**src/sv/salc_pkg.sv**
```systemverilog
`timescale 1ns / 1ps
// shared types and constants for the set associative lru cache lookup
// no dependencies; used by every module of the block

package salc_pkg;

   // width of the block number fields on the ports
   localparam int BLK_W = 16;

   // parameter defaults
   localparam int SETS_DEF       = 16;
   localparam int WAYS_DEF       = 4;
   localparam int BLOCK_BITS_DEF = 16;

   // configuration register fields and reset values
   localparam int SETS_REG_W = 5;
   localparam int WAYS_REG_W = 3;
   localparam logic [SETS_REG_W-1:0] SETS_REG_RST = 5'd16;
   localparam logic [WAYS_REG_W-1:0] WAYS_REG_RST = 3'd4;

   // register index, taken from paddr[2]
   localparam logic REG_SETS = 1'b0;
   localparam logic REG_WAYS = 1'b1;

   // controller to datapath commands
   typedef struct packed {
      logic load;       // capture block number and start remainder unit
      logic mem_read;   // read the selected set row
      logic commit;     // write the updated row and load the result word
   } salc_cmd_type;

   // datapath to controller status
   typedef struct packed {
      logic div_busy;   // remainder unit still stepping
      logic out_busy;   // result register holds a word that is stalled
   } salc_status_type;

endpackage

```
**src/sv/set_assoc_lru_cache_lookup.sv**
```systemverilog
`timescale 1ns / 1ps
// Set associative cache lookup with per-set lru ranks. Each accepted word is a
// block number; the block reports hit or miss, the way used and any evicted
// block, one result word per request word, in order. One word is worked at a
// time, in steps: the bit-serial remainder unit forms the set index (block
// number modulo the set count), the controller sees the remainder unit done,
// the set row memory is read into a register, and the row is updated while the
// result is loaded. The next word is accepted after the controller returns to
// idle. The result sits in an output register, so the next word can be accepted
// while it waits; a stalled result holds off only the row update of the
// following word. Reset takes effect with no clearing pass: a per-set flag marks
// rows written since reset. Registers at paddr 0 (sets in use) and 4 (ways in
// use) must be written by the user only while the block is idle; the block
// itself does not enforce this. Zero acts as one and values above the
// configured size saturate.
// depends on salc_pkg, salc_ctrl and salc_dpath

module set_assoc_lru_cache_lookup #(
   parameter int SETS       = salc_pkg::SETS_DEF,
   parameter int WAYS       = salc_pkg::WAYS_DEF,
   parameter int BLOCK_BITS = salc_pkg::BLOCK_BITS_DEF
) (
   input  logic                        clock,
   input  logic                        reset,
   input  logic                        req_valid,
   output logic                        req_stall,
   input  logic [salc_pkg::BLK_W-1:0]  req_block_number,
   output logic                        rsp_valid,
   input  logic                        rsp_stall,
   output logic                        rsp_hit,
   output logic [1:0]                  rsp_way_used,
   output logic                        rsp_evicted_valid,
   output logic [salc_pkg::BLK_W-1:0]  rsp_evicted_block,
   input  logic                        psel,
   input  logic                        penable,
   input  logic                        pwrite,
   input  logic [2:0]                  paddr,
   input  logic [31:0]                 pwdata,
   output logic [31:0]                 prdata,
   output logic                        pready
);
   import salc_pkg::*;

   localparam int SET_CNT_W = $clog2(SETS + 1);
   localparam int WAY_CNT_W = $clog2(WAYS + 1);

   logic [SETS_REG_W-1:0] sets_ff;
   logic [WAYS_REG_W-1:0] ways_ff;
   logic [SET_CNT_W-1:0]  eff_sets;
   logic [WAY_CNT_W-1:0]  eff_ways;
   salc_cmd_type          cmd;
   salc_status_type       status;

   // configuration registers
   always_ff @(posedge clock) begin
      if (reset) begin
         sets_ff <= SETS_REG_RST;
         ways_ff <= WAYS_REG_RST;
      end else if (psel && penable && pwrite) begin
         unique case (paddr[2])
            REG_SETS: sets_ff <= pwdata[SETS_REG_W-1:0];
            REG_WAYS: ways_ff <= pwdata[WAYS_REG_W-1:0];
            default:  ;
         endcase
      end
   end

   // register read back
   always_comb begin
      unique case (paddr[2])
         REG_SETS: prdata = 32'(sets_ff);
         REG_WAYS: prdata = 32'(ways_ff);
         default:  prdata = '0;
      endcase
   end

   assign pready = 1'b1;

   // effective counts: zero acts as one, saturate at the built size
   always_comb begin
      if (sets_ff == '0) begin
         eff_sets = SET_CNT_W'(1);
      end else if (32'(sets_ff) > SETS) begin
         eff_sets = SET_CNT_W'(SETS);
      end else begin
         eff_sets = SET_CNT_W'(sets_ff);
      end
      if (ways_ff == '0) begin
         eff_ways = WAY_CNT_W'(1);
      end else if (32'(ways_ff) > WAYS) begin
         eff_ways = WAY_CNT_W'(WAYS);
      end else begin
         eff_ways = WAY_CNT_W'(ways_ff);
      end
   end

   salc_ctrl u_ctrl (
      .clock     (clock),
      .reset     (reset),
      .req_valid (req_valid),
      .req_stall (req_stall),
      .status    (status),
      .cmd       (cmd)
   );

   salc_dpath #(
      .SETS       (SETS),
      .WAYS       (WAYS),
      .BLOCK_BITS (BLOCK_BITS)
   ) u_dpath (
      .clock             (clock),
      .reset             (reset),
      .cmd               (cmd),
      .status            (status),
      .req_block_number  (req_block_number),
      .eff_sets          (eff_sets),
      .eff_ways          (eff_ways),
      .rsp_valid         (rsp_valid),
      .rsp_stall         (rsp_stall),
      .rsp_hit           (rsp_hit),
      .rsp_way_used      (rsp_way_used),
      .rsp_evicted_valid (rsp_evicted_valid),
      .rsp_evicted_block (rsp_evicted_block)
   );

endmodule

```
**src/sv/salc_mod.sv**
```systemverilog
`timescale 1ns / 1ps
// bit-serial remainder unit: block number modulo the set count, one bit a cycle
// depends on salc_pkg

module salc_mod #(
   parameter int SETS = salc_pkg::SETS_DEF
) (
   input  logic                                  clock,
   input  logic                                  reset,
   input  logic                                  start,
   input  logic [salc_pkg::BLK_W-1:0]            dividend,
   input  logic [$clog2(SETS+1)-1:0]             divisor,
   output logic                                  busy,
   output logic [$clog2(SETS+1)-1:0]             remainder
);
   import salc_pkg::*;

   localparam int REM_W = $clog2(SETS + 1);
   localparam int CNT_W = $clog2(BLK_W + 1);

   logic [REM_W-1:0] rem_ff, rem_in;
   logic [REM_W-1:0] dvs_ff, dvs_in;
   logic [BLK_W-1:0] dvd_ff, dvd_in;
   logic [CNT_W-1:0] cnt_ff, cnt_in;
   logic [REM_W:0]   trial;

   // one restoring step: shift in next dividend bit, subtract if it fits
   always_comb begin
      trial  = {rem_ff, dvd_ff[BLK_W-1]};
      rem_in = rem_ff;
      dvd_in = dvd_ff;
      dvs_in = dvs_ff;
      cnt_in = cnt_ff;
      if (start) begin
         rem_in = '0;
         dvd_in = dividend;
         dvs_in = divisor;
         cnt_in = CNT_W'(BLK_W);
      end else if (cnt_ff != '0) begin
         if (trial >= {1'b0, dvs_ff}) begin
            rem_in = REM_W'(trial - {1'b0, dvs_ff});
         end else begin
            rem_in = REM_W'(trial);
         end
         dvd_in = {dvd_ff[BLK_W-2:0], 1'b0};
         cnt_in = cnt_ff - CNT_W'(1);
      end
   end

   always_ff @(posedge clock) begin
      if (reset) begin
         cnt_ff <= '0;
      end else begin
         cnt_ff <= cnt_in;
      end
   end

   // operands carry no reset
   always_ff @(posedge clock) begin
      rem_ff <= rem_in;
      dvd_ff <= dvd_in;
      dvs_ff <= dvs_in;
   end

   assign busy      = (cnt_ff != '0);
   assign remainder = rem_ff;

endmodule

```
**src/sv/salc_dpath.sv**
```systemverilog
`timescale 1ns / 1ps
// datapath: block register, remainder unit, set row memory, lru update, result word
// depends on salc_pkg and salc_mod

module salc_dpath #(
   parameter int SETS       = salc_pkg::SETS_DEF,
   parameter int WAYS       = salc_pkg::WAYS_DEF,
   parameter int BLOCK_BITS = salc_pkg::BLOCK_BITS_DEF
) (
   input  logic                            clock,
   input  logic                            reset,
   input  salc_pkg::salc_cmd_type          cmd,
   output salc_pkg::salc_status_type       status,
   input  logic [salc_pkg::BLK_W-1:0]      req_block_number,
   input  logic [$clog2(SETS+1)-1:0]       eff_sets,
   input  logic [$clog2(WAYS+1)-1:0]       eff_ways,
   output logic                            rsp_valid,
   input  logic                            rsp_stall,
   output logic                            rsp_hit,
   output logic [1:0]                      rsp_way_used,
   output logic                            rsp_evicted_valid,
   output logic [salc_pkg::BLK_W-1:0]      rsp_evicted_block
);
   import salc_pkg::*;

   localparam int REM_W     = $clog2(SETS + 1);
   localparam int SET_W     = (SETS > 1) ? $clog2(SETS) : 1;
   localparam int WAY_CNT_W = $clog2(WAYS + 1);
   localparam int WAY_W     = (WAYS > 1) ? $clog2(WAYS) : 1;
   localparam int RANK_W    = (WAYS > 1) ? $clog2(WAYS) : 1;
   localparam int TAG_W     = (BLOCK_BITS < BLK_W) ? BLOCK_BITS : BLK_W;
   localparam logic [BLK_W-1:0] BLK_MASK =
      (BLOCK_BITS >= BLK_W) ? {BLK_W{1'b1}} : BLK_W'((32'd1 << BLOCK_BITS) - 32'd1);
   localparam logic [RANK_W-1:0] RANK_MAX = RANK_W'(WAYS - 1);

   // set row memory, one row per set
   logic [WAYS-1:0][TAG_W-1:0]  tag_mem   [SETS];
   logic [WAYS-1:0][RANK_W-1:0] rank_mem  [SETS];
   logic [WAYS-1:0]             valid_mem [SETS];

   // row written since reset; an untouched row reads as all empty, rank zero
   logic [SETS-1:0] touched_ff;

   logic [BLK_W-1:0]            masked_blk;
   logic [TAG_W-1:0]            blk_ff;
   logic [REM_W-1:0]            rem;
   logic [SET_W-1:0]            set_idx;
   logic                        div_busy;

   logic [WAYS-1:0][TAG_W-1:0]  rd_tag_ff;
   logic [WAYS-1:0][RANK_W-1:0] rd_rank_ff;
   logic [WAYS-1:0]             rd_valid_ff;
   logic                        rd_touch_ff;

   logic [WAYS-1:0][RANK_W-1:0] cur_rank;
   logic [WAYS-1:0]             cur_valid;
   logic [WAYS-1:0]             in_use;
   logic [WAYS-1:0]             hit_vec;
   logic [WAYS-1:0]             empty_vec;
   logic                        found;
   logic                        empty;
   logic [WAY_W-1:0]            hit_way;
   logic [WAY_W-1:0]            empty_way;
   logic [WAY_W-1:0]            vic_way;
   logic [RANK_W-1:0]           oldest;
   logic [WAY_W-1:0]            sel_way;
   logic [RANK_W-1:0]           hit_rank;
   logic [WAYS-1:0][TAG_W-1:0]  new_tag;
   logic [WAYS-1:0][RANK_W-1:0] new_rank;
   logic [WAYS-1:0]             new_valid;
   logic                        ev_valid;
   logic [BLK_W-1:0]            ev_block;
   logic [31:0]                 sel_way_ext;

   logic             rsp_valid_ff, rsp_valid_in;
   logic             rsp_hit_ff;
   logic [1:0]       rsp_way_ff;
   logic             rsp_ev_valid_ff;
   logic [BLK_W-1:0] rsp_ev_block_ff;

   assign masked_blk = req_block_number & BLK_MASK;

   salc_mod #(
      .SETS(SETS)
   ) u_mod (
      .clock     (clock),
      .reset     (reset),
      .start     (cmd.load),
      .dividend  (masked_blk),
      .divisor   (eff_sets),
      .busy      (div_busy),
      .remainder (rem)
   );

   assign set_idx = rem[SET_W-1:0];

   // capture the block number
   always_ff @(posedge clock) begin
      if (cmd.load) begin
         blk_ff <= masked_blk[TAG_W-1:0];
      end
   end

   // row read, registered
   always_ff @(posedge clock) begin
      if (cmd.mem_read) begin
         rd_tag_ff   <= tag_mem[set_idx];
         rd_rank_ff  <= rank_mem[set_idx];
         rd_valid_ff <= valid_mem[set_idx];
         rd_touch_ff <= touched_ff[set_idx];
      end
   end

   // row write
   always_ff @(posedge clock) begin
      if (cmd.commit) begin
         tag_mem[set_idx]   <= new_tag;
         rank_mem[set_idx]  <= new_rank;
         valid_mem[set_idx] <= new_valid;
      end
   end

   always_ff @(posedge clock) begin
      if (reset) begin
         touched_ff <= '0;
      end else if (cmd.commit) begin
         touched_ff[set_idx] <= 1'b1;
      end
   end

   // lookup, victim choice and rank update over the row
   always_comb begin
      cur_valid = rd_touch_ff ? rd_valid_ff : '0;
      cur_rank  = rd_touch_ff ? rd_rank_ff : '0;
      for (int w = 0; w < WAYS; w++) begin
         in_use[w]    = (WAY_CNT_W'(w) < eff_ways);
         hit_vec[w]   = in_use[w] && cur_valid[w] && (rd_tag_ff[w] == blk_ff);
         empty_vec[w] = in_use[w] && !cur_valid[w];
      end
      found     = |hit_vec;
      empty     = |empty_vec;

      // lowest matching way, lowest empty way
      hit_way   = '0;
      empty_way = '0;
      for (int w = WAYS - 1; w >= 0; w--) begin
         if (hit_vec[w]) begin
            hit_way = WAY_W'(w);
         end
         if (empty_vec[w]) begin
            empty_way = WAY_W'(w);
         end
      end

      // oldest rank, lowest way on ties
      oldest  = '0;
      vic_way = '0;
      for (int w = 0; w < WAYS; w++) begin
         if (in_use[w] && (cur_rank[w] > oldest)) begin
            oldest  = cur_rank[w];
            vic_way = WAY_W'(w);
         end
      end

      if (found) begin
         sel_way = hit_way;
      end else if (empty) begin
         sel_way = empty_way;
      end else begin
         sel_way = vic_way;
      end
      hit_rank = cur_rank[hit_way];

      ev_valid = !found && !empty;
      ev_block = ev_valid ? BLK_W'(rd_tag_ff[vic_way]) : '0;

      // age valid in-use lines younger than the limit, reset the used line
      new_tag   = rd_tag_ff;
      new_rank  = cur_rank;
      new_valid = cur_valid;
      for (int w = 0; w < WAYS; w++) begin
         if (in_use[w]) begin
            if (WAY_W'(w) == sel_way) begin
               new_valid[w] = 1'b1;
               new_tag[w]   = blk_ff;
               new_rank[w]  = '0;
            end else if (cur_valid[w] && (!found || (cur_rank[w] < hit_rank)) &&
                         (cur_rank[w] < RANK_MAX)) begin
               new_rank[w] = cur_rank[w] + RANK_W'(1);
            end
         end
      end
      sel_way_ext = 32'(sel_way);
   end

   // result word register
   always_comb begin
      rsp_valid_in = rsp_valid_ff;
      if (rsp_valid_ff && !rsp_stall) begin
         rsp_valid_in = 1'b0;
      end
      if (cmd.commit) begin
         rsp_valid_in = 1'b1;
      end
   end

   always_ff @(posedge clock) begin
      if (reset) begin
         rsp_valid_ff <= 1'b0;
      end else begin
         rsp_valid_ff <= rsp_valid_in;
      end
   end

   always_ff @(posedge clock) begin
      if (cmd.commit) begin
         rsp_hit_ff      <= found;
         rsp_way_ff      <= sel_way_ext[1:0];
         rsp_ev_valid_ff <= ev_valid;
         rsp_ev_block_ff <= ev_block;
      end
   end

   // status back to the controller
   assign status = '{div_busy: div_busy, out_busy: (rsp_valid_ff && rsp_stall)};

   assign rsp_valid         = rsp_valid_ff;
   assign rsp_hit           = rsp_hit_ff;
   assign rsp_way_used      = rsp_way_ff;
   assign rsp_evicted_valid = rsp_ev_valid_ff;
   assign rsp_evicted_block = rsp_ev_block_ff;

endmodule

```
**src/sv/salc_ctrl.sv**
```systemverilog
`timescale 1ns / 1ps
// controller: sequences accept, remainder, row read and row update for one word
// depends on salc_pkg

module salc_ctrl (
   input  logic                       clock,
   input  logic                       reset,
   input  logic                       req_valid,
   output logic                       req_stall,
   input  salc_pkg::salc_status_type  status,
   output salc_pkg::salc_cmd_type     cmd
);
   import salc_pkg::*;

   localparam logic [1:0] ST_IDLE = 2'd0;
   localparam logic [1:0] ST_DIV  = 2'd1;
   localparam logic [1:0] ST_READ = 2'd2;
   localparam logic [1:0] ST_EVAL = 2'd3;

   logic [1:0] state_ff, state_in;

   // next state and commands
   always_comb begin
      state_in     = state_ff;
      cmd          = '0;
      unique case (state_ff)
         ST_IDLE: begin
            if (req_valid) begin
               cmd.load = 1'b1;
               state_in = ST_DIV;
            end
         end
         ST_DIV: begin
            if (!status.div_busy) begin
               state_in = ST_READ;
            end
         end
         ST_READ: begin
            cmd.mem_read = 1'b1;
            state_in     = ST_EVAL;
         end
         ST_EVAL: begin
            if (!status.out_busy) begin
               cmd.commit = 1'b1;
               state_in   = ST_IDLE;
            end
         end
         default: begin
            state_in = ST_IDLE;
         end
      endcase
   end

   always_ff @(posedge clock) begin
      if (reset) begin
         state_ff <= ST_IDLE;
      end else begin
         state_ff <= state_in;
      end
   end

   assign req_stall = (state_ff != ST_IDLE);

endmodule

```
**config.mk**
```make
export PLATFORM = sky130hd
export DESIGN_NAME = set_assoc_lru_cache_lookup
export DESIGN_NICKNAME = d
export VERILOG_FILES = /design/src/sv/salc_pkg.sv /design/src/sv/set_assoc_lru_cache_lookup.sv /design/src/sv/salc_mod.sv /design/src/sv/salc_dpath.sv /design/src/sv/salc_ctrl.sv
export SDC_FILE = /design/constraint.sdc
export NUM_CORES = 2
export LEC_CHECK = 0
export BUFFER_PORTS_ARGS = -buffer_cell sky130_fd_sc_hd__buf_2
export CAP_MARGIN = 20
export CORE_ASPECT_RATIO = 0.6
export CORE_UTILIZATION = 35
export CTS_CLUSTER_SIZE = 24
export DETAILED_ROUTE_END_ITERATION = 10
export SYNTH_ARGS = -nofsm -noshare
export SYNTH_HDL_FRONTEND = slang
export SYNTH_HIERARCHICAL = 1
export SYNTH_SLANG_ARGS = --single-unit
```
**constraint.sdc**
```tcl
create_clock -name clock -period 8.14 [get_ports clock]
set_input_delay 0.407 -clock clock [delete_from_list [all_inputs] [get_ports clock]]
set_output_delay 0.407 -clock clock [all_outputs]
set_load 0.02 [all_outputs]
```
==> metrics <==
status=complete, no violations; power per cell area=324 nW/um^2; Fin Clk Skew=60.2 ps; share of layout cells above drive strength 1=0.287; Slew HR=0.244; Worst-Skew Late Latency=~750 ps; Reg clk slew, reported paths=approximately 70 ps; complex-gate fraction of the synthesized area=0.0130; MaxCap Viol Count=0; final setup fails=0; DR WL/cell=approximately 28 microns; Final Cycle Share=0.878; crit path kind=reg2reg; RD Place Congestion=0.854; Tot GR Track Use=0.173; fin. max-slew vios=0; final wirelength=139 mm; CP endpoint kind=register; Post-Synth XOR/XNOR Area=0.0112; Layout area overhead=12.5%; Pre-antenna DRT Iters=5; initial antenna violation count=6; Async SR Flop Fraction=0; leakage=around 19 nW; Post-synth EDFFs=1350; core area=156000 sq um; top cell type's share of synthesized area=0.732; CTS max path bufs=3; largest driver fanout on the critical path=33; Post-CTS Setup Inserts=0; die span in x=515 microns; initial DRC count=roughly 3600; largest net degree at the start of global routing=134; placed cell count=4666; clock tree sinks=1387; post-route ant nets=0; Fin Setup TNS=0 ps; Distinct cells, synth=78; min-delay worst type=in2reg; Post-CTS Resized=0; required time of the critical path=8490 ps; Avg Inst Size Synth=21.5 sq um; input/output buffers=55; largest family of logic cells by synthesized area=multiplexers; VDD IR max=about 0.00026 V; TritonCTS clock tree=yes; total grt overflow=0; Yosys reg bits=1387; HPWL after DPL=approximately 75 mm; Die Y=310 microns; Yosys warning total=6; Final Non-Filler Cells=4902; drt drc=0; Antenna diodes=0; Most used DFF post-synth=edfxtp_1; DR vias=26900; vias in the first global route=approximately 26000; cts hold-fix bufs=22; mux cell area share after synthesis=0.179; vias per cell=5.49; Synth Area in Adders=0.00624; CP Launch Type=register; Max Freq=140 MHz; dominant cell type by area after synthesis=edfxtp_1; total CTS buffers=113; RSZ-0062 raised after global routing=no; die area=160000 sq um; critical path arrival=7490 ps; Final #Nets=2779; Seq/Total Area, Yosys=0.746; Boundary Pins=113; synth top area cells=edfxtp_1, mux4_2, dfxtp_1; Simple-Gate Fraction of Synth Area=0.0277; Initial Util=0.354; clock root buffer master=clkbuf_16; final hold violation count=0; Tmin final=7140 ps; Syn Inst Count=between 2000 and 3000; synthesized cell area=about 55000 sq um; htree depth=3; row cnt=112; Least-Margin Pin Slew=~1100 ps; global-route wire length before repair=198 mm
layout make-up:
type	instances	area, sq um
Fill cell	13700	94000
Sequential cell	1387	41300
Multi-Input combinational cell	1017	13400
Clock buffer	132	2980
Tap cell	2109	2640
Timing Repair Buffer	147	1110
Clock inverter	82	738
Inverter	28	105
logic make-up (layout without fill, tap and decap cells):
| logic type | Yosys count | in the layout |
|---|---|---|
| other | 2 | 28 |
| multiplexers | 498 | 498 |
| buffers and inverters | 196 | 389 |
| adder cells (fa/ha/maj) | 27 | 27 |
| AO/OA/AOI/OAI | 100 | 100 |
| flip-flops | 1387 | 1387 |
| AND/OR/NAND/NOR | 295 | 295 |
| XOR/XNOR | 69 | 69 |
cells in the mapped netlist, drive strengths merged, types with 2 or more instances:
cell and number:
or3 8, xnor2 60, a21bo 3, nand2 43, o31ai 3, o211ai 4
dfxtp 37, o21ai 10, a32oi 2, and2 11, nand4b 2, nor2b 9
conb 2, or3b 3, clkbuf 80, o21bai 2, nor2 113, nand4 22
mux2 83, a31oi 2, nand3 18, ha 26, and3b 2, buf 88
and3 3, a2111oi 4, mux2i 30, nor3b 6, inv 28, o311a 2
nand3b 6, mux4 385, a211oi 19, xor2 9, a21boi 2, o2111ai 2
edfxtp 1350, nor4 10, a21oi 32, or2 2, nor3 14, and2b 2
o31a 2, nand2b 16
per-stage QoR:
step	util	total power, mW	hold slack, ps	cell area (sq um)	setup WS (ps)
2_1_floorplan	-	13.1	435	55500	105
3_3_place_gp	0.373	14.7	444	58300	1180
3_5_place_dp	0.373	14.8	457	58300	1150
4_1_cts	0.398	20.3	15.5	62300	1120
5_1_grt	0.398	21.0	76.7	62300	611
6_report	0.398	20.2	77.4	62300	996
per-layer routing:
layer / part of all wire / up-vias / GRT usage
li1: - / 10900 / -
met1: 0.47 / 14700 / 0.273
met2: 0.44 / 1172 / 0.252
met3: 0.072 / 141 / 0.0253
met4: 0.014 / 0 / 0.0329
met5: 0 / - / 0
path summary, 6_finish.rpt:
path / start / slack (ps) / cells after the start / to
hold / removal: penable / 80 / 3 / sets_ff[1]
setup / recovery: ways_ff[2] / 1000 / 19 / u_dpath/tag_mem[0][17]
hold reg to reg: u_dpath/touched_ff[15] / 470 / 2 / u_dpath/touched_ff[15]
setup reg to reg: ways_ff[2] / 1000 / 19 / u_dpath/tag_mem[0][17]
critical path, cell delays in order (launching register included):
cell	delay [ps]
dfxtp_1	790
nor2b_1	300
nor3_1	580
nor3_1	160
ha_1	240
nor2b_1	200
o221ai_4	170
a31oi_1	280
ha_1	290
nand2b_1	70
a221o_1	300
mux2_2	380
ha_1	330
a211oi_4	260
buf_4	410
o21bai_1	130
a21bo_2	260
nand2_1	680
buf_4	320
mux2_1	570
sequential cells by signal (all words and copies together), names as in the netlist:
name,count
u_dpath/valid_mem,64
u_dpath/rd_tag_ff,64
u_dpath/rsp_way_used,2
sets_ff,5
u_dpath/rd_touch_ff,1
u_dpath/u_mod/remainder,5
u_dpath/u_mod/dvs_ff,5
u_dpath/tag_mem,1024
u_dpath/rsp_valid,1
u_ctrl/state_ff,2
u_dpath/rsp_evicted_block,16
u_dpath/u_mod/dvd_ff,16
u_dpath/rank_mem,128
u_dpath/rsp_hit,1
u_dpath/rd_rank_ff,8
u_dpath/u_mod/cnt_ff,5
u_dpath/blk_ff,16
u_dpath/rd_valid_ff,4
u_dpath/touched_ff,16
ways_ff,3
u_dpath/rsp_evicted_valid,1
power breakdown:
group / switching, mW / leakage (nW) / internal, mW
sequential: 0.474 / 12.5 / 8.97
clock: 2.58 / 1.83 / 2.96
combinational: 3.00 / 4.77 / 2.21
cells in the final DEF (no fill, tap or decap), types with 8 or more instances in the layout:
cell type and instances:
a211oi_1 18, a21oi_1 31, buf_2 55, buf_4 63
bufinv_16 10, clkbuf_1 13, clkbuf_16 115, clkinv_1 27
clkinv_2 32, conb_1 28, dfxtp_1 33, dlygate4sd3_1 22
edfxtp_1 1350, ha_1 25, inv_1 26, mux2_1 22
mux2_2 61, mux2i_1 30, mux4_2 385, nand2_1 43
nand2b_1 15, nand3_1 18, nand4_1 22, nor2_1 99
nor2_4 13, nor2b_1 8, nor3_1 10, o21ai_0 10
xnor2_1 58, xor2_1 9
Note: power is estimated with default switching activity, not from simulation.
